--- config.mk ---
export PLATFORM = sky130hd
export DESIGN_NAME = vfc_fifo
export DESIGN_NICKNAME = d
export VERILOG_FILES = /design/src/hw/rtl/vfc_pkg.sv /design/src/hw/rtl/vfc_fifo.sv
export SDC_FILE = /design/constraint.sdc
export NUM_CORES = 1
export LEC_CHECK = 0
export ABC_AREA = 1
export BUFFER_PORTS_ARGS = -buffer_cell sky130_fd_sc_hd__buf_2
export CORE_MARGIN = 2
export CORE_UTILIZATION = 50
export DETAILED_ROUTE_END_ITERATION = 6
export GPL_TIMING_DRIVEN = 0
export PLACE_DENSITY_LB_ADDON = 0.12
export REMOVE_ABC_BUFFERS = 1
export SYNTH_ARGS = -nofsm -noshare
export SYNTH_HDL_FRONTEND = slang
export SYNTH_SLANG_ARGS = --single-unit
--- constraint.sdc ---
create_clock -name clk -period 17.1 [get_ports clk]
set_clock_uncertainty 0.15 [all_clocks]
set_input_delay 2.565 -clock clk [delete_from_list [all_inputs] [get_ports clk]]
set_output_delay 2.565 -clock clk [all_outputs]
set_load 0.02 [all_outputs]
--- src/hw/rtl/vfc_pkg.sv ---
`default_nettype none
// ----------------------------------------------------------------------------
// vfc_pkg: shared types and constants of the view-frustum culling block
// Item formats, queue entry, opcodes and sizes used by every module.
// ----------------------------------------------------------------------------
package vfc_pkg;

  localparam int PLANE_COUNT = 6;
  localparam int PLANE_IDX_W = 3;
  localparam int COORD_WIDTH = 32;
  localparam int CFG_COUNT   = 8;
  localparam int CFG_IDX_W   = 3;
  localparam int CFG_DATA_W  = 64;
  localparam int QUEUE_DEPTH = 2;
  localparam int QPTR_W      = 1;
  localparam int QCNT_W      = 2;

  localparam logic [1:0] OP_UPDATE = 2'd0;
  localparam logic [1:0] OP_BOX    = 2'd1;
  localparam logic [1:0] OP_SPHERE = 2'd2;
  localparam logic [1:0] OP_POINT  = 2'd3;

  typedef struct packed {
    logic [1:0]                    opcode;
    logic signed [COORD_WIDTH-1:0] pos_a_x;
    logic signed [COORD_WIDTH-1:0] pos_a_y;
    logic signed [COORD_WIDTH-1:0] pos_a_z;
    logic signed [COORD_WIDTH-1:0] box_max_x;
    logic signed [COORD_WIDTH-1:0] box_max_y;
    logic signed [COORD_WIDTH-1:0] box_max_z;
    logic [30:0]                   sphere_radius;
  } in_item_t;

  typedef struct packed {
    logic       visible;
    logic [1:0] op_done;
  } out_item_t;

  // Classified item as it waits between front and back
  typedef struct packed {
    logic [1:0]                    opcode;
    logic signed [COORD_WIDTH-1:0] ax;
    logic signed [COORD_WIDTH-1:0] ay;
    logic signed [COORD_WIDTH-1:0] az;
    logic signed [COORD_WIDTH-1:0] bx;
    logic signed [COORD_WIDTH-1:0] by;
    logic signed [COORD_WIDTH-1:0] bz;
    logic signed [63:0]            thr;
  } q_entry_t;

  typedef struct packed {
    logic              empty;
    logic              full;
    logic [QCNT_W-1:0] count;
  } q_status_t;

  typedef logic [CFG_COUNT-1:0][CFG_DATA_W-1:0] cfg_bank_t;

endpackage
`default_nettype wire

--- src/hw/rtl/vfc_fifo.sv ---
`default_nettype none
// ----------------------------------------------------------------------------
// vfc_fifo: short queue between front and back
// Lets the front take items while the back is busy with a long update.
// ----------------------------------------------------------------------------
module vfc_fifo import vfc_pkg::*; (
  input  logic      clk,
  input  logic      rst_n,
  input  logic      push,
  input  q_entry_t  wdata,
  input  logic      pop,
  output q_entry_t  rdata,
  output q_status_t stat
);

  q_entry_t          mem_r [QUEUE_DEPTH];
  logic [QPTR_W-1:0] wr_ptr_r;
  logic [QPTR_W-1:0] rd_ptr_r;
  logic [QCNT_W-1:0] count_r;

  assign rdata      = mem_r[rd_ptr_r];
  assign stat.empty = (count_r == '0);
  assign stat.full  = (count_r == QCNT_W'(QUEUE_DEPTH));
  assign stat.count = count_r;

  // Store entries
  always_ff @(posedge clk) begin
    if (push) begin
      mem_r[wr_ptr_r] <= wdata;
    end
  end

  // Advance pointers and occupancy
  always_ff @(posedge clk) begin
    if (!rst_n) begin
      wr_ptr_r <= '0;
      rd_ptr_r <= '0;
      count_r  <= '0;
    end else begin
      if (push) begin
        wr_ptr_r <= wr_ptr_r + 1'b1;
      end
      if (pop) begin
        rd_ptr_r <= rd_ptr_r + 1'b1;
      end
      if (push && !pop) begin
        count_r <= count_r + 1'b1;
      end else if (pop && !push) begin
        count_r <= count_r - 1'b1;
      end
    end
  end

endmodule
`default_nettype wire

==> metrics.md, run 1 <==
| Metric | Value |
|---|---|
| Overall power | `2.90 mW` |
| Initial DRC count | `448` |
| H-tree depth | `2` |
| Final wirelength | `42,000 um` |
| Finished Layout Cells | `between 1,500 and 2,000` |
| Height of the die | `202 um` |
| Detailed-route via count | `9,763` |
| Final setup fails | `0` |
| Max cap viols | `0` |
| P per Cell Area | `around 120 nW/um^2` |
| Largest family of logic cells by synthesized area | `multiplexers` |
| Cell leakage power | `between 9 and 10 nW` |
| Clock Sinks | `approximately 520` |
| Startpoint types | `flip-flop` |
| Final antenna-violating net count | `0` |
| Total negative slack | `0 ps` |
| DIE AREA | `41,000 sq um` |
| Post-synthesis xor/xnor area fraction | `0%` |
| Worst-Margin Slew | `about 910 ps` |
| Slew HR | `39.3%` |
| Buffer levels on the longest clock path | `3` |
| Area grow syn2layout | `25.4%` |
| Min cycle time layout | `just under 6000 ps` |
| Placer congestion estimate | `0.744` |
| Post-synthesis simple-gate area fraction | `0.381%` |
| Critical Path Max Stage Delay | `between 900 and 1000 ps` |
| Crit path DAT | `3120 ps` |
| Synth Area in Compound Gates | `0.0508%` |
| Nets | `1,668` |
| FP Rows | `72` |
| Placed cells | `1,868` |
| Sequential fraction of the synthesis area | `79.2%` |
| Worst-path clk slew | `about 60 ps` |
| Inserted Clock Buffers | `53` |
| CTS root buf | `clkbuf_16` |
| Starting Density | `50.8%` |
| RSZ-0062 raised after global routing | `false` |
| Netlist cell types | `15` |
| Mux contribution to synthesized area | `18.6%` |
| Synthesis-stage register bit count | `approximately 520` |
| Core area | `slightly below 40,000 sq um` |
| DRC | `0` |
| CP dominant cell by count | `buf_16` |
| Routed vias/inst | `4.96` |
| GRT Resource Usage Total | `20.2%` |
| Hold Fails Final Rpt | `0` |
| Slew Limit Fails | `0` |
| # IOs | `between 500 and 600` |
| Setup WS pre-CTS | `11,790 ps` |
| Largest net degree at the start of global routing | `115` |
| Fin crit share | `34.1%` |
| Vias in the first global route | `10,200` |
| Skew-Pair Late Insertion Delay | `570 ps` |
| Syn Inst Count | `838` |
| PortBufs | `about 520` |
| Synth Area in Adders | `less than 1%` |
| Min setup slack post-route | `11,260 ps` |
| Post-CTS Setup Repair Bufs | `0` |
| WL/cell | `21.3 um` |
| Hold buffers post-CTS | `0` |
| Die Width | `202 um` |
| First-pass GRT wire length | `61,200 um` |
| FMAX | `between 150 and 200 MHz` |
| Initial antenna violation count | `19` |
| GRT overflow | `0` |
| Cells along the critical path | `buf_16 > buf_16 > buf_16 > mux2_2 > buf_2` |
| Fraction of layout cells with a size suffix above 1 | `60.3%` |
| Cell Area, Synth | `19,700 sq um` |
| Status | `finished, final reports clean` |
| Syn Area/Cell | `23.5 sq um` |
| Hold WC Path Type | `flip-flop to flip-flop` |
| Crit path max fanout | `50` |
| VDD IR max | `0.118 mV` |
| Slowest CP cell | `dfxtp_4` |
| YS warnings | `0` |
| HPWL Detailed | `29,100 um` |
| CTS tree | `built` |
| First-pass detailed-route iteration total | `4` |
| Req. time, crit path | `14,390 ps` |
| CTS resizes | `0` |
| Crit. End Element | `output pin` |
| WS Path Type | `flip-flop to output pin` |
==> power breakdown <==
group	total (mW)	internal, mW	switching (mW)
clock	1.05	0.606	0.446
sequential	1.50	1.48	0.0204
combinational	0.344	0.153	0.192
==> worst paths after layout <==
kind         startpoint           end  slack, ps  depth (start not counted)
min            rd_ptr_r     flip-flop        370                          2
max           flip-flop    rdata[223]      11260                          5
max reg2reg    wr_ptr_r  mem_r[0][83]      15060                          4
min reg2reg    rd_ptr_r     flip-flop        370                          2
==> cell usage after synthesis, drive strengths merged <==
cell / count / area share, %
a21oi: 1 / 0.025
buf: 29 / 1.6
dfxtp: 5 / 0.51
edfxtp: 516 / 79
ha: 1 / 0.064
inv: 8 / 0.15
mux2: 258 / 19
nand2: 8 / 0.15
nand3: 1 / 0.025
nand4: 1 / 0.032
nor2: 9 / 0.17
o21ai: 1 / 0.025
==> layer usage <==
| layer | GRT usage, % | part of all wire [%] | vias to the layer above |
|---|---|---|---|
| li1 | - | - | 4483 |
| met2 | 34.6 | 52 | 362 |
| met3 | 7.00 | 8.8 | 81 |
| met4 | 8.45 | 2.9 | 12 |
| met1 | 23.1 | 36 | 4825 |
| met5 | 0 | 0.17 | - |
==> cell usage in the layout, fill, tap and decap left out, types with 3 or more instances in the layout <==
cell type  count
buf_12         6
buf_16        12
buf_2        523
bufinv_16      3
clkbuf_1      10
clkbuf_16     53
clkinv_1      12
clkinv_2       7
dfxtp_1        4
diode_2       13
edfxtp_1     516
inv_1          7
mux2_2        57
mux2_4       201
nand2_1        8
nor2_1         8
==> area by class of cell <==
class	count	area [sq um]
diodes	13	32.5
clock buffers	63	1360
clock inverters	24	186
fillers	2784	14000
inverters	8	37.5
multi-input cells	280	3760
flip-flops and latches	521	15600
well taps	518	648
repair buffers	541	3070
==> critical path: cells and delay by family, from the launching register on <==
family	cells	cell delay (ps)
buf+inv	4	1190
mux	1	370
flops	1	940
==> logic make-up after synthesis <==
| family | after synthesis |
|---|---|
| buffers and inverters | 37 |
| adder cells (fa/ha/maj) | 1 |
| AO/OA/AOI/OAI | 2 |
| multiplexers | 258 |
| AND/OR/NAND/NOR | 19 |
| flip-flops | 521 |
==> registers in the layout, summed over array words and instances, names as in the netlist, named ones only <==
register / flops
count_r: 2
mem_r: 516
rd_ptr_r: 1
wr_ptr_r: 1
==> stage by stage <==
stage / util, % / area (sq um) / hold WS (ps)
final: 63.8 / 24700 / 365
after global routing: 63.8 / 24700 / 390
after CTS: 63.7 / 24700 / 364
after detailed placement: 59.7 / 23100 / 350
after global placement: 58.5 / 22600 / 325
after floorplan: - / 19400 / 313
No activity file was read; power rests on OpenSTA's default activity.
==> run 2, diff against run 1 <==
Settings changed: CORE_UTILIZATION 50 to 47.
Clock period 17.1 ns to 5.2 ns, I/O delays scaled along.
==> metrics.md, run 2 (same netlist as run 1, synthesis figures left out) <==
| Metric | Value |
|---|---|
| WL/cell | `20.8 um (-2.6%)` |
| Fin crit share | `71.1%` |
| Vias in the first global route | `10,000 (-1.4%)` |
| Final wirelength | `41,500 um (-1.1%)` |
| Area grow syn2layout | `26.0%` |
| Crit path max fanout | `49 (-2.0%)` |
| Reg-to-reg startpoint | `wr_ptr_r` |
| GRT Resource Usage Total | `18.4% (-1.7 points)` |
| Final antenna-violating net count | `0 (unchanged)` |
| Finished Layout Cells | `1,998 (+1.5%)` |
| Detailed-route via count | `9,732 (-0.32%)` |
| Sw frac | `22.8% (+0.071 points)` |
| DRC | `0 (unchanged)` |
| Regs by FF count | `mem_r: 516 flops, count_r: 2 flops` |
| Critical Path Max Stage Delay | `640 ps (-300 ps)` |
| H-tree depth | `2 (unchanged)` |
| Slew Limit Fails | `0 (unchanged)` |
| Hold Fails Final Rpt | `0 (unchanged)` |
| Die Width | `209 um (+3.1%)` |
| Hold Crit Depth | `1 (-1)` |
| CTS tree | `built` |
| FMAX | `~270 MHz` |
| FF/Latch Area | `15,600 sq um (unchanged)` |
| Hold WC Path Type | `input port to flip-flop` |
| FF-to-FF End | `mem_r[0][160]` |
| Slew HR | `50.0% (+11 points)` |
| Crit path max-delay family | `buffers and inverters` |
| Buffer levels on the longest clock path | `3 (unchanged)` |
| Most frequent cells in the layout | `buf_2 (523), edfxtp_1 (516), mux2_4 (201), mux2_2 (57), clkbuf_16 (55)` |
| Final Cell Area | `24,800 sq um (+0.45%)` |
| Clk pwr share | `37.8% (+1.5 points)` |
| Crit. End Element | `output pin` |
| VDD IR max | `0.305 mV (+160%)` |
| Largest net degree at the start of global routing | `109 (-5.2%)` |
| P_int | `7.51 mW (+240%)` |
| FP Rows | `75 (+4.2%)` |
| Startpoint types | `flip-flop` |
| Fillers | `3,163 (+14%)` |
| First-pass detailed-route iteration total | `4 (unchanged)` |
| Slowest CP cell | `dfxtp_4` |
| CP dominant cell by count | `buf_16` |
| Final setup fails | `0 (unchanged)` |
| Post-CTS Setup Repair Bufs | `0 (unchanged)` |
| Starting Density | `47.3% (-3.6 points)` |
| Hold buffers post-CTS | `0 (unchanged)` |
| Overall power | `9.73 mW (+240%)` |
| Routed vias/inst | `4.87 (-1.8%)` |
| Inserted Clock Buffers | `53 (unchanged)` |
| Worst Path Buf+Inv | `4 (unchanged)` |
| Min-Delay Endpoint | `mem_r[0][69]` |
| P per Cell Area | `392 nW/um^2 (+230%)` |
| DIE AREA | `43,600 sq um (+6.3%)` |
| Nets | `1,667 (-0.060%)` |
| Reg2reg path depth | `5 (+1)` |
| PortBufs | `523 (unchanged)` |
| Largest Register | `mem_r` |
| Multi-input logic area | `3760 sq um (unchanged)` |
| Worst-path clk slew | `60 ps (about the same)` |
| CTS root buf | `clkbuf_16` |
| Largest register FFs | `516 (unchanged)` |
| Register-to-register setup slack | `2810 ps (-12,250 ps)` |
| Placer congestion estimate | `0.760 (+2.2%)` |
| Total negative slack | `0 ps (unchanged)` |
| CTS resizes | `0 (unchanged)` |
| Placed cells | `1,888 (+1.1%)` |
| Req. time, crit path | `4270 ps (-10,120 ps)` |
| GRT overflow | `0 (unchanged)` |
| Post-DP Area | `23,100 sq um (-0.14%)` |
| Skew-Pair Late Insertion Delay | `570 ps (about the same)` |
| HPWL Detailed | `28,700 um (-1.4%)` |
| # IOs | `524 (unchanged)` |
| Cell leakage power | `9.77 nW (+0.42%)` |
| Max cap viols | `0 (unchanged)` |
| Gate power share | `11.6% (-0.3 points)` |
| Net Sw Power | `2.22 mW (+240%)` |
| Status | `finished, final reports clean` |
| RSZ-0062 raised after global routing | `false` |
| Initial DRC count | `473 (+5.6%)` |
| Commonest non-fill, non-tap cell in the layout | `buf_2` |
| Clock Sinks | `521 (unchanged)` |
| Worst-Margin Slew | `749 ps (-162 ps)` |
| Reg power frac | `50.6% (-1.2 points)` |
| WS Path Type | `flip-flop to output pin` |
| First-pass GRT wire length | `59,900 um (-2.2%)` |
| Height of the die | `209 um (+3.1%)` |
| Crit path DAT | `2770 ps (-350 ps)` |
| Core area | `41,700 sq um (+7.6%)` |
| Fraction of layout cells with a size suffix above 1 | `60.5% (+0.21 points)` |
| Initial antenna violation count | `17 (-2)` |
| Min cycle time layout | `3700 ps` |
| Min-delay src | `wdata[69]` |
| Finished Core Util | `59.5% (-4.2 points)` |
| Cells along the critical path | `buf_12 > buf_16 > buf_16 > mux2_2 > buf_2` |
[run 2: changes by cell type in the layout (fill, tap and decap cells not counted)]
cell / delta
buf_16: -5
buf_12: +4
clkinvlp_4: +2
diode_2: -1
bufinv_16: +1
clkinv_4: +1
clkbuf_16: +2
clkinv_2: +2
clkinv_1: +1
clkbuf_8: +2
[run 2: how the worst max path moves through the flow]
stage	cells after the start	endpoint
finish	5	rdata[218]
floorplan	2	mem_r[0][0]
CTS	5	rdata[230]
detailed placement	5	rdata[230]
global placement	3	mem_r[0][132]
global route	5	rdata[218]
[run 2: per-layer routing]
| layer | up-vias | global-route usage (%) | wire length [um] |
|---|---|---|---|
| met5 | - | 0 | 68 |
| met4 | 12 | 8.50 | 1200 |
| met3 | 73 | 6.79 | 3570 |
| met2 | 346 | 30.9 | 21100 |
| met1 | 4807 | 21.2 | 15600 |
| li1 | 4494 | - | - |
[run 2: cell type report]
| class | instances | share of cell area, % |
|---|---|---|
| Inverter | 8 | 0.151 |
| Timing Repair Buffer | 540 | 12.1 |
| Antenna cell | 12 | 0.121 |
| Clock buffer | 67 | 5.81 |
| Tap cell | 539 | 2.72 |
| Multi-Input combinational cell | 280 | 15.2 |
| Sequential cell | 521 | 62.9 |
| Clock inverter | 31 | 1.02 |
[run 2: power groups by stage]
stage	combinational, mW	clock (mW)	sequential, mW
2_1_floorplan	0.783	0	5.13
3_3_place_gp	1.26	0	5.20
3_5_place_dp	1.14	0	5.02
4_1_cts	1.15	3.78	4.93
5_1_grt	1.20	3.94	4.94
6_report	1.13	3.68	4.92
[run 2: per-stage QoR]
| step | hold WS [ps] | setup WS, ps |
|---|---|---|
| 2_1_floorplan | 313 | -7440 |
| 3_3_place_gp | 326 | -14650 |
| 3_5_place_dp | 347 | 2080 |
| 4_1_cts | 187 | 1430 |
| 5_1_grt | 198 | 1370 |
| 6_report | 234 | 1500 |
==> run 3, diff against run 2 <==
Settings changed: CORE_UTILIZATION 47 to 50.
Clock period 5.2 ns to 3.9 ns, I/O delays scaled along.
==> metrics.md, run 3 (same netlist as run 1, synthesis figures left out) <==
| Metric | Value |
|---|---|
| Status | `finished, final reports clean` |
| Min cycle time layout | `3600 ps` |
| First-pass detailed-route iteration total | `4 (unchanged)` |
| Worst-path clk slew | `60 ps (about the same)` |
| Req. time, crit path | `3160 ps (-1110 ps)` |
| Skew-Pair Late Insertion Delay | `570 ps (about the same)` |
| Overall power | `12.7 mW (+31%)` |
| Most frequent cells in the layout | `buf_2 (523), edfxtp_1 (516), mux2_4 (201), mux2_2 (57), clkbuf_16 (53)` |
| Vias in the first global route | `10,200 (+1.6%)` |
| CTS root buf | `clkbuf_16` |
| Register-to-register setup slack | `1850 ps (-960 ps)` |
| GRT overflow | `0 (unchanged)` |
| HPWL Detailed | `29,100 um (+1.5%)` |
| Fillers | `2,783 (-12%)` |
| Fraction of layout cells with a size suffix above 1 | `60.4% (-0.18 points)` |
| Slew HR | `58.3% (+8.3 points)` |
| Placer congestion estimate | `0.744 (-2.1%)` |
| FMAX | `roughly 280 MHz` |
| Final wirelength | `42,100 um (+1.5%)` |
| Die Width | `202 um (-3.0%)` |
| Post-DP Area | `23,100 sq um (+0.14%)` |
| Detailed-route via count | `9,794 (+0.64%)` |
| M2 GR Usage | `34.8% (+3.9 points)` |
| Regs by FF count | `mem_r: 516 flops, count_r: 2 flops` |
| Clock Sinks | `521 (unchanged)` |
| WL/cell | `21.4 um (+2.9%)` |
| Inserted Clock Buffers | `53 (unchanged)` |
| Largest Register | `mem_r` |
| Starting Density | `50.8% (+3.6 points)` |
| Slew Limit Fails | `0 (unchanged)` |
| Hold Worst Slack | `43.8 ps (-191 ps)` |
| Final Cell Area | `24,700 sq um (-0.36%)` |
| Worst-Margin Slew | `626 ps (-122 ps)` |
| Hold WC Path Type | `input port to flip-flop` |
| Largest net degree at the start of global routing | `115 (+5.5%)` |
| Max cap viols | `0 (unchanged)` |
| Buffer levels on the longest clock path | `3 (unchanged)` |
| Finished Core Util | `63.8% (+4.3 points)` |
| DRC | `0 (unchanged)` |
| CTS tree | `built` |
| Initial antenna violation count | `19 (+2)` |
| FP Rows | `72 (-4.0%)` |
| PortBufs | `523 (unchanged)` |
| Crit path max fanout | `50 (+2.0%)` |
| Busiest grt layer | `met2` |
| Cell leakage power | `9.74 nW (-0.33%)` |
| Largest register FFs | `516 (unchanged)` |
| DIE AREA | `41,000 sq um (-5.9%)` |
| H-tree depth | `2 (unchanged)` |
| Core area | `38,700 sq um (-7.0%)` |
| Height of the die | `202 um (-3.0%)` |
| P per Cell Area | `514 nW/um^2 (+31%)` |
| Fin crit share | `92.2%` |
| Crit. End Element | `output pin` |
| # IOs | `524 (unchanged)` |
| Crit path DAT | `2860 ps (+90 ps)` |
| Met3 Use GR | `7.00% (+0.21 points)` |
| Routed vias/inst | `4.97 (+2.1%)` |
| Hold Fails Final Rpt | `0 (unchanged)` |
| Startpoint types | `flip-flop` |
| RSZ-0062 raised after global routing | `false` |
| Area grow syn2layout | `25.5%` |
| Hold buffers post-CTS | `0 (unchanged)` |
| Met1 global-route usage | `23.2% (+2.0 points)` |
| Initial DRC count | `464 (-1.9%)` |
| Final antenna-violating net count | `0 (unchanged)` |
| GRT Resource Usage Total | `20.3% (+1.8 points)` |
| Final setup fails | `0 (unchanged)` |
| First-pass GRT wire length | `61,500 um (+2.8%)` |
| VDD IR max | `0.519 mV (+70%)` |
| Nets | `1,669 (+0.12%)` |
| WS Path Type | `flip-flop to output pin` |
| Commonest non-fill, non-tap cell in the layout | `buf_2` |
## run 3: cell types whose count changed in the layout (fill, tap and decap cells not counted), sizes merged
cell,before,now
clkbuf,67,63
diode,12,14
clkinv,23,19
bufinv,4,3
clkinvlp,3,1
buf,540,542
## run 3: per-stage QoR
step	instances	setup WS (ps)	setup TNS, ps
3_5_place_dp	1868	569	0
4_1_cts	1956	228	0
2_1_floorplan	809	-8540	-4540390
6_report	1970	302	0
3_3_place_gp	1850	-15490	-8148100
5_1_grt	1968	141	0
## run 3: timing repair
item                       in CTS  in global routing
gates resized for setup         0                  0
setup endpoints to repair      36                  0
buffers inserted                1                  0
## run 3: worst max-delay path, stage by stage (launching register included)
cell,delay [ps]
dfxtp_4,690
buf_16,370
buf_16,330
buf_16,300
mux2_2,370
buf_2,170
## run 3: cell type report
class	instances	area [sq um]	share of cell area, %
flip-flops and latches	521	15600	63.1
multi-input cells	280	3760	15.2
repair buffers	542	3090	12.5
clock buffers	63	1360	5.52
well taps	518	648	2.62
clock inverters	24	186	0.754
inverters	8	37.5	0.152
diodes	14	35.0	0.142
## run 3: final timing paths
path              startpoint            to  cells after the start
hold / removal     wdata[71]  mem_r[0][71]                      1
setup / recovery   flip-flop    rdata[223]                      5
hold reg to reg     rd_ptr_r     flip-flop                      2
setup reg to reg    wr_ptr_r  mem_r[0][83]                      4
## run 3: report_power, final
group	leakage, nW	internal [mW]	total, mW	switching (mW)
Clock	0.758	2.66	4.62	1.96
Combinational	4.09	0.670	1.52	0.852
Sequential	4.89	6.49	6.57	0.0807
## run 3: layer usage
layer  part of all wire (%)  routed length [um]
met1                     36               15100
met2                     52               22100
met3                    8.8                3710
met4                    2.9                1210
met5                   0.17                  73
