`src/hw/rtl/vfc_pkg.sv`:
```
`default_nettype none
// ----------------------------------------------------------------------------
// vfc_pkg: shared types and constants of the view-frustum culling block
// Item formats, queue entry, opcodes and sizes used by every module.
// ----------------------------------------------------------------------------
package vfc_pkg;

  localparam int PLANE_COUNT = 6;
  localparam int PLANE_IDX_W = 3;
  localparam int COORD_WIDTH = 32;
  localparam int CFG_COUNT   = 8;
  localparam int CFG_IDX_W   = 3;
  localparam int CFG_DATA_W  = 64;
  localparam int QUEUE_DEPTH = 2;
  localparam int QPTR_W      = 1;
  localparam int QCNT_W      = 2;

  localparam logic [1:0] OP_UPDATE = 2'd0;
  localparam logic [1:0] OP_BOX    = 2'd1;
  localparam logic [1:0] OP_SPHERE = 2'd2;
  localparam logic [1:0] OP_POINT  = 2'd3;

  typedef struct packed {
    logic [1:0]                    opcode;
    logic signed [COORD_WIDTH-1:0] pos_a_x;
    logic signed [COORD_WIDTH-1:0] pos_a_y;
    logic signed [COORD_WIDTH-1:0] pos_a_z;
    logic signed [COORD_WIDTH-1:0] box_max_x;
    logic signed [COORD_WIDTH-1:0] box_max_y;
    logic signed [COORD_WIDTH-1:0] box_max_z;
    logic [30:0]                   sphere_radius;
  } in_item_t;

  typedef struct packed {
    logic       visible;
    logic [1:0] op_done;
  } out_item_t;

  // Classified item as it waits between front and back
  typedef struct packed {
    logic [1:0]                    opcode;
    logic signed [COORD_WIDTH-1:0] ax;
    logic signed [COORD_WIDTH-1:0] ay;
    logic signed [COORD_WIDTH-1:0] az;
    logic signed [COORD_WIDTH-1:0] bx;
    logic signed [COORD_WIDTH-1:0] by;
    logic signed [COORD_WIDTH-1:0] bz;
    logic signed [63:0]            thr;
  } q_entry_t;

  typedef struct packed {
    logic              empty;
    logic              full;
    logic [QCNT_W-1:0] count;
  } q_status_t;

  typedef logic [CFG_COUNT-1:0][CFG_DATA_W-1:0] cfg_bank_t;

endpackage
`default_nettype wire

```
`src/hw/rtl/vfc_front.sv`:
```
`default_nettype none
// ----------------------------------------------------------------------------
// vfc_front: input side of the culling block
// Accepts items, decodes the opcode and forms the rejection threshold.
// ----------------------------------------------------------------------------
module vfc_front import vfc_pkg::*; (
  input  logic      in_valid,
  output logic      in_stall,
  input  in_item_t  in_data,
  input  q_status_t q_stat,
  output logic      q_push,
  output q_entry_t  q_wdata
);

  logic signed [63:0] rad_q;

  // Radius in Q32.32
  assign rad_q = $signed({17'd0, in_data.sphere_radius, 16'd0});

  // Hold the source while the queue is full
  assign in_stall = q_stat.full;
  assign q_push   = in_valid && !q_stat.full;

  // Classify: a sphere rejects below minus its radius, the rest below zero
  always_comb begin
    q_wdata.opcode = in_data.opcode;
    q_wdata.ax     = in_data.pos_a_x;
    q_wdata.ay     = in_data.pos_a_y;
    q_wdata.az     = in_data.pos_a_z;
    q_wdata.bx     = in_data.box_max_x;
    q_wdata.by     = in_data.box_max_y;
    q_wdata.bz     = in_data.box_max_z;
    case (in_data.opcode)
      OP_SPHERE: q_wdata.thr = -rad_q;
      default:   q_wdata.thr = '0;
    endcase
  end

endmodule
`default_nettype wire

```
`config.mk`:
```
export PLATFORM = sky130hd
export DESIGN_NAME = vfc_front
export DESIGN_NICKNAME = d
export VERILOG_FILES = /design/src/hw/rtl/vfc_pkg.sv /design/src/hw/rtl/vfc_front.sv
export SDC_FILE = /design/constraint.sdc
export NUM_CORES = 1
export LEC_CHECK = 0
export BUFFER_PORTS_ARGS = -buffer_cell sky130_fd_sc_hd__buf_2
export CORE_AREA = 3 3 187 189
export DETAILED_ROUTE_END_ITERATION = 8
export DIE_AREA = 0 0 190 192
export SLEW_MARGIN = 40
export SYNTH_ARGS = -nofsm -noshare
export SYNTH_HDL_FRONTEND = slang
export SYNTH_SLANG_ARGS = --single-unit
```
`constraint.sdc`:
```
create_clock -name vclk -period 4.6
set_clock_uncertainty 0.15 [all_clocks]
set_input_delay 0.92 -clock vclk [all_inputs]
set_output_delay 0.92 -clock vclk [all_outputs]
set_load 0.05 [all_outputs]
```
==> results of run 1 <==
==> routing by layer <==
layer | vias to the layer above | wire (µm) | part of all wire (%)
li1 | 796 | - | -
met1 | 830 | 4140 | 34
met3 | 100 | 1550 | 13
met4 | 0 | 929 | 7.5
met2 | 225 | 5720 | 46
met5 | - | 0 | 0
==> power breakdown <==
part / switching (mW) / internal, mW
logic: 0.159 / 0.0487
clock network: 0 / 0
registers: 0 / 0
total: 0.159 / 0.0487
==> worst max path at each step <==
stage	start	cells past startpoint	slack [ns]	to
floorplan	in_data[7]	6	-0.43	q_wdata[40]
global placement	in_data[6]	6	0.12	q_wdata[44]
detailed placement	in_data[6]	6	0.04	q_wdata[38]
CTS	in_data[6]	6	0.04	q_wdata[38]
global route	in_data[5]	7	0.01	q_wdata[45]
finish	in_data[20]	6	0.13	q_wdata[44]
==> area by class of cell <==
class              instances  area, µm²  area share [%]
well taps                448        561            26.5
multi-input cells        154        990            46.7
inverters                  3       11.3           0.532
repair buffers            97        556            26.2
==> cell usage after synthesis (2+ instances only) <==
cell type and instances:
a21oi_1 10, buf_4 213, buf_2 2, buf_6 3, a31oi_1 8, o31ai_1 5
or4_1 8, and3_1 4, and2_1 2, a31o_2 2, nor2_1 15, o41ai_1 3
nor3_1 13, nor4_1 15, or4_4 2, clkbuf_1 11, or2_2 5, nor2b_1 2
nand2b_1 4, xor2_1 7, or4_2 2, inv_1 3, or3_1 6, mux2i_1 2
o31a_2 5, nand2_1 6
==> cells by family (layout without fill, tap and decap cells) <==
family                   Yosys count  count (layout)
AO/OA/AOI/OAI                     39              39
XOR/XNOR                           8               8
adder cells (fa/ha/maj)            1               1
buffers and inverters            233             100
multiplexers                       2               2
other                              1              16
AND/OR/NAND/NOR                   88              88
==> critical path, delay by kind of cell <==
family	cells	cell delay, ns
buf+inv	2	0.29
mux	1	0.33
simple gates	3	1.85
==> per-stage QoR <==
step | utilization [%] | std cells | instance area (µm²) | TNS (ns) | hold WS (ns)
after global routing | 6.33 | 702 | 2120 | 0 | 1.69
after floorplan | - | 387 | 2670 | -0.867 | 1.86
after CTS | 6.32 | 702 | 2110 | 0 | 1.69
final | 6.33 | 702 | 2120 | 0 | 1.69
after detailed placement | 6.32 | 702 | 2110 | 0 | 1.69
after global placement | 6.31 | 702 | 2110 | 0 | 1.69
==> placed cells by master (no fill, tap or decap), types with 4 or more instances in the layout <==
cell type | netlist | layout
a31oi_1 | 8 | 8
nor2_1 | 15 | 15
or2_2 | 5 | 5
and3_1 | 4 | 4
buf_4 | 213 | 10
or3_1 | 6 | 6
conb_1 | 1 | 16
nor3_1 | 13 | 11
o31ai_1 | 5 | 5
a21oi_1 | 10 | 10
nand2_1 | 6 | 6
o31a_2 | 5 | 5
buf_2 | 2 | 84
nor4_1 | 15 | 13
or4_1 | 8 | 8
xor2_1 | 7 | 7
==> repair_timing <==
item / in CTS / in global routing
endpoints found under the setup margin: 0 / 1
resized for setup: 0 / 1
setup buffers: 0 / 0
==> metrics.csv, run 1 <==
stage,metric,value,unit
layout,Clock buffer cells,0,
layout,# nets final,487,
timing,Tcrit/Tclk final,97.3,%
critical_path,"Slowest-stage cell, CP",or4_1,
timing,fmax,223,MHz
timing,Slew headroom,53.8,%
timing,Final Worst Setup Slack,0.125,ns
synthesis,xor/xnor cell area share of the yosys netlist,2.70,%
power,Power Total,0.208,mW
critical_path,critical path class,in2out,
synthesis,Synth area leaders,"buf_4 62%, nor4_1 3.6%, nor3_1 2.5%, xor2_1 2.4%, or4_1 2.3%",
min_path,min-delay src,in_data[76],
synthesis,synth unique cells,40,
timing,final setup fails,0,
die,core area,33400,µm²
die,die height,192,µm
drt,via count,1951,
global_route,vias in the first global route,1905,
critical_path,critical path's largest stage delay,0.81,ns
global_route,antenna violations before repair,1,
min_path,Hold Crit Depth,0,
critical_path,crit-path max FO,11,
drt,via/cell ratio,2.78,
timing,Pins Over Slew Limit,0,
placement,IO buf count,87,
timing,RSZ-0062 raised after global routing,false,
power,Leakage Power,0.786,nW
placement,"worst slack, placed",0.0442,ns
critical_path,crit start category,input port,
synthesis,top cell type's share of synthesized area,61.6,%
layout,fraction of layout cells with a size suffix above 1,47.2,%
die,Boundary Pins,490,
die,area of the die,36500,µm²
layout,FF+latch area,0,µm²
placement,detailed placer's ending HPWL,10.5,mm
synthesis,Post-Synth Adder-Cell Area,0.482,%
layout,P&R area growth vs syn,-18.4,%
synthesis,Synth Area in Simple Gates,19.7,%
timing,Slew @ Worst Pin,0.687,ns
timing,count of final hold-check violations,0,
synthesis,Compound-Gate Fraction of Synth Area,10.8,%
drt,DRC viols,0,
min_path,Hold Crit Class,in2out,
drt,drt total wl,12.3,mm
global_route,largest net degree at the start of global routing,39,
critical_path,CP endpoint kind,output pin,
timing,fin crit period,4.47,ns
drt,Antenna Nets Post-Route,0,
global_route,busiest layer in global routing,met2,
placement,RD Place Congestion,0.585,
synthesis,cells after synthesis,372,
global_route,first-pass GRT wire length,15.2,mm
global_route,met3 global-route usage,2.74,%
status,outcome,completed,
layout,diodes inserted,0,
global_route,"Remaining Overflow, GRT",0,
die,Initial Util,7.76,%
clock_tree,# hold bufs at CTS,0,
drt,Detailed Routing Iterations Pass 1,4,
layout,filler cell count,3972,
die,Site Rows,67,
die,Die Wd,190,µm
synthesis,Yosys warning total,0,
power,Cell Pwr Density,98.1,nW/µm²
critical_path,Worst EP arrival,3.40,ns
critical_path,crit-path cells,"buf_2, or4_1, or4_1, nor4_1, mux2i_1, buf_12",
synthesis,register area share after synthesis,0,%
synthesis,syn avg cell area,6.98,µm²
run,max-cap viol count,0,
synthesis,mux contribution to synthesized area,0.771,%
synthesis,largest family of logic cells by synthesized area,buffers and inverters,
critical_path,most frequent CP cell,or4_1,
min_path,Hold Path End,q_wdata[109],
global_route,All-Layer GR Usage,6.06,%
synthesis,largest area contributor in the netlist,buf_4,
layout,Seq cells,0,
drt,1st-iter DRT viols,66,
synthesis,synthesized area,2590,µm²
global_route,met2 GRT Util,10.2,%
global_route,GR met1 Demand/Resource,5.89,%
critical_path,CP Data Required Time,3.53,ns
drt,routed len/inst,17.6,µm
power,VDD IR max,0.0354,mV
Note: power is estimated with default switching activity, not from simulation.
==> run 2: changes to the inputs <==
--- a/config.mk
+++ b/config.mk
@@ -6,9 +6,9 @@
 export NUM_CORES = 1
 export LEC_CHECK = 0
 export BUFFER_PORTS_ARGS = -buffer_cell sky130_fd_sc_hd__buf_2
-export CORE_AREA = 3 3 187 189
+export CORE_AREA = 2 2 191 193
 export DETAILED_ROUTE_END_ITERATION = 8
-export DIE_AREA = 0 0 190 192
+export DIE_AREA = 0 0 193 195
 export SLEW_MARGIN = 40
 export SYNTH_ARGS = -nofsm -noshare
 export SYNTH_HDL_FRONTEND = slang
==> run 2 against run 1 <==
Net effect:
- non-clock buffer count decreased by 1
- combinational power about the same
- flip-flop and latch count unchanged
- maximum frequency decreased by 1.2%
- global-route usage about the same
- design area increased by 1.0%
- cell count increased by 1.7%
- core utilization decreased by 0.29 points
- critical path depth unchanged
==> metrics.csv, run 2 (synthesis results as in run 1) <==
stage,metric,value,unit,change
layout,# nets final,486,,-0.21%
drt,DRC viols,0,,unchanged
run,max-cap viol count,0,,unchanged
die,Initial Util,7.33,%,-0.43 points
global_route,met3 global-route usage,3.70,%,+0.96 points
die,area of the die,37600,µm²,+3.2%
drt,routed len/inst,17.6,µm,+0.36%
die,Boundary Pins,490,,unchanged
min_path,Hold Crit Class,in2out,,
global_route,GR met1 Demand/Resource,5.30,%,-0.59 points
layout,most frequent cells in the layout,"84 x buf_2, 16 x conb_1, 15 x nor2_1, 13 x nor4_1, 11 x nor3_1",,
drt,drt total wl,12.6,mm,+2.1%
timing,count of final hold-check violations,0,,unchanged
timing,fin crit period,4.53,ns,+0.0546 ns
layout,multi-input logic area,990,µm²,unchanged
timing,RSZ-0062 raised after global routing,false,,
layout,diodes inserted,0,,unchanged
drt,Detailed Routing Iterations Pass 1,4,,unchanged
timing,final setup fails,0,,unchanged
layout,Post-Layout Cell Count,714,,+1.7%
die,Site Rows,69,,+3.0%
layout,"commonest non-fill, non-tap cell in the layout",buf_2,,
critical_path,crit-path max FO,7,,-4
drt,Antenna Nets Post-Route,0,,unchanged
die,core area,35400,µm²,+5.8%
power,Cell Pwr Density,96.4,nW/µm²,-1.7%
timing,Pins Over Slew Limit,0,,unchanged
clock_tree,# hold bufs at CTS,0,,unchanged
power,Power Total,0.206,mW,-0.73%
global_route,vias in the first global route,1882,,-1.2%
critical_path,critical path class,in2out,,
timing,fmax,221,MHz,-1.2%
power,VDD IR max,0.0453,mV,+28%
placement,placed cell count,714,,+1.7%
placement,IO buf count,87,,unchanged
clock_tree,# Post-CTS Setup Buffers,0,,unchanged
timing,Tcrit/Tclk final,98.5,%,+1.2 points
layout,fraction of layout cells with a size suffix above 1,47.4,%,+0.19 points
timing,Final Worst Setup Slack,0.0706,ns,-0.0546 ns
power,Leakage Power,0.784,nW,-0.29%
placement,RD Place Congestion,0.605,,+3.4%
layout,Clock buffer cells,0,,unchanged
drt,via/cell ratio,2.73,,-1.8%
layout,Seq cells,0,,unchanged
placement,"worst slack, placed",0.0684,ns,+0.0242 ns
layout,P&R area growth vs syn,-17.6,%,
critical_path,Worst EP arrival,3.46,ns,+0.06 ns
global_route,antenna violations before repair,4,,+3
global_route,"Remaining Overflow, GRT",0,,unchanged
die,Die Wd,193,µm,+1.6%
placement,detailed placer's ending HPWL,10.6,mm,+1.4%
global_route,met2 GRT Util,9.24,%,-0.96 points
status,outcome,completed,,
drt,1st-iter DRT viols,35,,-47%
critical_path,crit start category,input port,,
clock_tree,CTS resizes,0,,unchanged
timing,Slew headroom,54.3,%,+0.51 points
timing,Setup TNS Final,0,ns,unchanged
layout,FF+latch area,0,µm²,unchanged
critical_path,CP Data Required Time,3.53,ns,about the same
die,die height,195,µm,+1.6%
layout,filler cell count,4220,,+6.2%
global_route,busiest layer in global routing,met2,,
global_route,All-Layer GR Usage,6.03,%,-0.039 points
critical_path,CP endpoint kind,output pin,,
global_route,largest net degree at the start of global routing,39,,unchanged
global_route,first-pass GRT wire length,15.3,mm,+0.59%
drt,via count,1948,,-0.15%
timing,Slew @ Worst Pin,0.679,ns,-0.00815 ns
[run 2: changes by cell type in the layout (fill, tap and decap cells not counted), sizes merged]
cell	change
buf	-1
[run 2: per-stage QoR]
step	cell area [µm²]	hold WS [ns]	util, %
after floorplan	2670	1.86	-
after global placement	2130	1.69	6.03
after detailed placement	2140	1.69	6.04
after CTS	2140	1.69	6.04
after global routing	2140	1.69	6.04
final	2140	1.69	6.04
[run 2: final cells by class]
| type | instances | share of cell area [%] |
|---|---|---|
| inverters | 3 | 0.527 |
| multi-input cells | 154 | 46.3 |
| well taps | 461 | 27.0 |
| repair buffers | 96 | 26.2 |
[run 2: critical path, stage by stage]
cell	delay, ns
buf_2	0.12
or4_1	0.68
or4_2	0.83
nor4_1	0.33
mux2i_1	0.39
buf_12	0.19
[run 2: power by group]
group / total [mW] / switching, mW / internal (mW)
logic: 0.206 / 0.158 / 0.0483
clock network: 0 / 0 / 0
registers: 0 / 0 / 0
[run 2: path summary, 6_finish.rpt]
kind	start	to	slack, ns	cells past startpoint
max	in_data[5]	q_wdata[38]	0.07	6
min	in_data[78]	q_wdata[111]	1.69	0
[run 2: metal layers]
layer  part of all wire (%)  vias to the layer above
met3                     16                      116
met2                     43                      220
li1                       -                      787
met1                     30                      821
met4                     11                        4
met5                   0.17                        -
==> run 3: changes to the inputs <==
--- a/config.mk
+++ b/config.mk
@@ -5,10 +5,12 @@
 export SDC_FILE = /design/constraint.sdc
 export NUM_CORES = 1
 export LEC_CHECK = 0
+export ABC_AREA = 1
 export BUFFER_PORTS_ARGS = -buffer_cell sky130_fd_sc_hd__buf_2
 export CORE_AREA = 2 2 191 193
 export DETAILED_ROUTE_END_ITERATION = 8
 export DIE_AREA = 0 0 193 195
+export PLACE_DENSITY = 0.34
 export SLEW_MARGIN = 40
 export SYNTH_ARGS = -nofsm -noshare
 export SYNTH_HDL_FRONTEND = slang
==> run 3 against run 2 <==
Net effect:
- global-route usage grew 0.23 points
- core utilization rose by 0.057 points
- area after synthesis increased by 3.0%
- power is 5.2% higher
- synthesized cell count rose by 26%
- design area rose by 0.94%
- via count up 8.3%
- die area is the same
- setup slack better by 0.77 ns
- wire length rose by 1.3%
- largest cell class unchanged
==> metrics.csv, run 3 <==
stage,metric,value,unit,change
status,outcome,completed,,
synthesis,Synth area leaders,"buf_4 60%, nor2_1 12%, nand2_1 10%, inv_1 6.6%, o21ai_0 2.8%",,
timing,Setup TNS Final,0,ns,unchanged
timing,Tcrit/Tclk final,81.8,%,-17 points
global_route,All-Layer GR Usage,6.26,%,+0.23 points
die,Boundary Pins,490,,unchanged
clock_tree,# Post-CTS Setup Buffers,0,,unchanged
critical_path,"Slowest-stage cell, CP",nor2_1,,
timing,fin crit period,3.76,ns,-0.765 ns
die,core area,35400,µm²,unchanged
global_route,busiest layer in global routing,met2,,
synthesis,mux contribution to synthesized area,0,%,-0.77 points
timing,fmax,266,MHz,+20%
critical_path,crit-path max FO,5,,-2
power,Cell Pwr Density,100,nW/µm²,+4.3%
drt,via count,2109,,+8.3%
min_path,Hold Path End,q_wdata[122],,
timing,count of final hold-check violations,0,,unchanged
die,Initial Util,7.55,%,+0.22 points
layout,"commonest non-fill, non-tap cell in the layout",buf_2,,
critical_path,most frequent CP cell,nor2_1,,
power,Leakage Power,1.03,nW,+32%
drt,routed len/inst,15.5,µm,-12%
layout,FF+latch area,0,µm²,unchanged
placement,placed cell count,819,,+15%
global_route,antenna violations before repair,9,,+5
synthesis,most frequent cell after synthesis,buf_4,,
global_route,largest net degree at the start of global routing,26,,-33%
drt,Antenna Nets Post-Route,0,,unchanged
synthesis,syn avg cell area,5.70,µm²,-18%
global_route,met3 global-route usage,4.85,%,+1.2 points
min_path,Hold Crit Class,in2out,,
placement,RD Place Congestion,0.759,,+26%
layout,P&R area growth vs syn,-19.3,%,
synthesis,synth unique cells,20,,-50%
critical_path,critical path class,in2out,,
global_route,first-pass GRT wire length,16.2,mm,+5.9%
die,die height,195,µm,unchanged
layout,Seq cells,0,,unchanged
min_path,Hold Crit Depth,0,,unchanged
timing,Pins Over Slew Limit,0,,unchanged
synthesis,top cell type's share of synthesized area,59.5,%,-2.1 points
die,Site Rows,69,,unchanged
critical_path,CP endpoint kind,output pin,,
layout,multi-input logic area,955,µm²,-3.5%
synthesis,largest family of logic cells by synthesized area,buffers and inverters,,
layout,Post-Layout Cell Count,822,,+15%
placement,detailed placer's ending HPWL,11.4,mm,+6.8%
synthesis,"top cells by count, synth","212 x buf_4, 84 x nor2_1, 73 x nand2_1",,
drt,1st-iter DRT viols,97,,+180%
synthesis,largest area contributor in the netlist,buf_4,,
critical_path,CP Data Required Time,3.53,ns,about the same
global_route,GR met1 Demand/Resource,4.80,%,-0.50 points
global_route,met2 GRT Util,10.0,%,+0.81 points
power,VDD IR max,0.0266,mV,-41%
synthesis,synthesized area,2670,µm²,+3.0%
global_route,vias in the first global route,2087,,+11%
layout,Clock buffer cells,0,,unchanged
synthesis,cells after synthesis,469,,+26%
layout,fraction of layout cells with a size suffix above 1,27.1,%,-20 points
critical_path,crit-path cells,"buf_2, inv_1, ha_1, nand3_2, nor2_1, nand2_1, nor2_1, nor2_1, nor2_1, buf_2",,
synthesis,Synth Area in Simple Gates,26.4,%,+6.7 points
run,max-cap viol count,0,,unchanged
synthesis,xor/xnor cell area share of the yosys netlist,0.655,%,-2.0 points
layout,# nets final,591,,+22%
die,Die Wd,193,µm,unchanged
global_route,"Remaining Overflow, GRT",0,,unchanged
layout,filler cell count,4278,,+1.4%
timing,final setup fails,0,,unchanged
layout,most frequent cells in the layout,"87 x buf_2, 84 x nor2_1, 73 x nand2_1, 47 x inv_1, 16 x conb_1",,
synthesis,Post-Synth Adder-Cell Area,0.468,%,-0.014 points
die,area of the die,37600,µm²,unchanged
placement,IO buf count,87,,unchanged
min_path,min-delay src,in_data[89],,
clock_tree,# hold bufs at CTS,0,,unchanged
drt,DRC viols,0,,unchanged
drt,via/cell ratio,2.57,,-6.0%
synthesis,register area share after synthesis,0,%,unchanged
synthesis,Yosys warning total,0,,unchanged
critical_path,critical path's largest stage delay,0.40,ns,-0.43 ns
critical_path,Worst EP arrival,2.69,ns,-0.77 ns
synthesis,Compound-Gate Fraction of Synth Area,5.94,%,-4.8 points
clock_tree,CTS resizes,0,,unchanged
critical_path,crit start category,input port,,
timing,RSZ-0062 raised after global routing,false,,
drt,drt total wl,12.8,mm,+1.3%
drt,Detailed Routing Iterations Pass 1,4,,unchanged
run 3: cell type report:
| type | instances | share of cell area (%) |
|---|---|---|
| diodes | 3 | 0.348 |
| well taps | 461 | 26.7 |
| inverters | 47 | 8.17 |
| repair buffers | 88 | 20.5 |
| multi-input cells | 223 | 44.2 |
run 3: metrics by stage:
step / setup WS [ns] / instance area [µm²] / power [mW] / hold WS, ns / util, %
after floorplan: 0.713 / 2730 / 0.618 / 1.86 / -
after global placement: 0.785 / 2150 / 0.220 / 1.69 / 6.08
after detailed placement: 0.790 / 2150 / 0.221 / 1.69 / 6.08
after CTS: 0.786 / 2150 / 0.221 / 1.69 / 6.08
after global routing: 0.658 / 2150 / 0.235 / 1.69 / 6.08
final: 0.836 / 2160 / 0.217 / 1.69 / 6.10
run 3: worst max path at each step:
| stage | startpoint | end |
|---|---|---|
| 3_3_place_gp | in_data[0] | q_wdata[46] |
| 2_1_floorplan | in_data[0] | q_wdata[30] |
| 6_report | in_data[0] | q_wdata[46] |
| 3_5_place_dp | in_data[0] | q_wdata[46] |
| 4_1_cts | in_data[0] | q_wdata[46] |
| 5_1_grt | in_data[0] | q_wdata[46] |
run 3: power breakdown:
part	leakage [nW]	switching (mW)	total (mW)	internal (mW)
Clock	0.0000190	0	0.0000000877	0.0000000876
Combinational	1.03	0.174	0.217	0.0428
Sequential	0	0	0	0
Total	1.03	0.174	0.217	0.0428
run 3: critical path: cells and delay by family:
kind                     cells  cell delay (ns)
AND/OR/NAND/NOR              6             1.03
buffers and inverters        3             0.50
adder cells (fa/ha/maj)      1             0.21
run 3: cells by family after synthesis:
kind of cell / after synthesis
buf+inv: 261
simple gates: 175
compound gates: 29
xor+xnor: 2
fa+ha+maj: 1
other cells: 1
run 3: per-layer routing:
metal  wire (µm)  up-vias
li1            -      958
met1        3360      796
met2        5610      209
met3        2440      134
met4        1290       12
met5          68        -
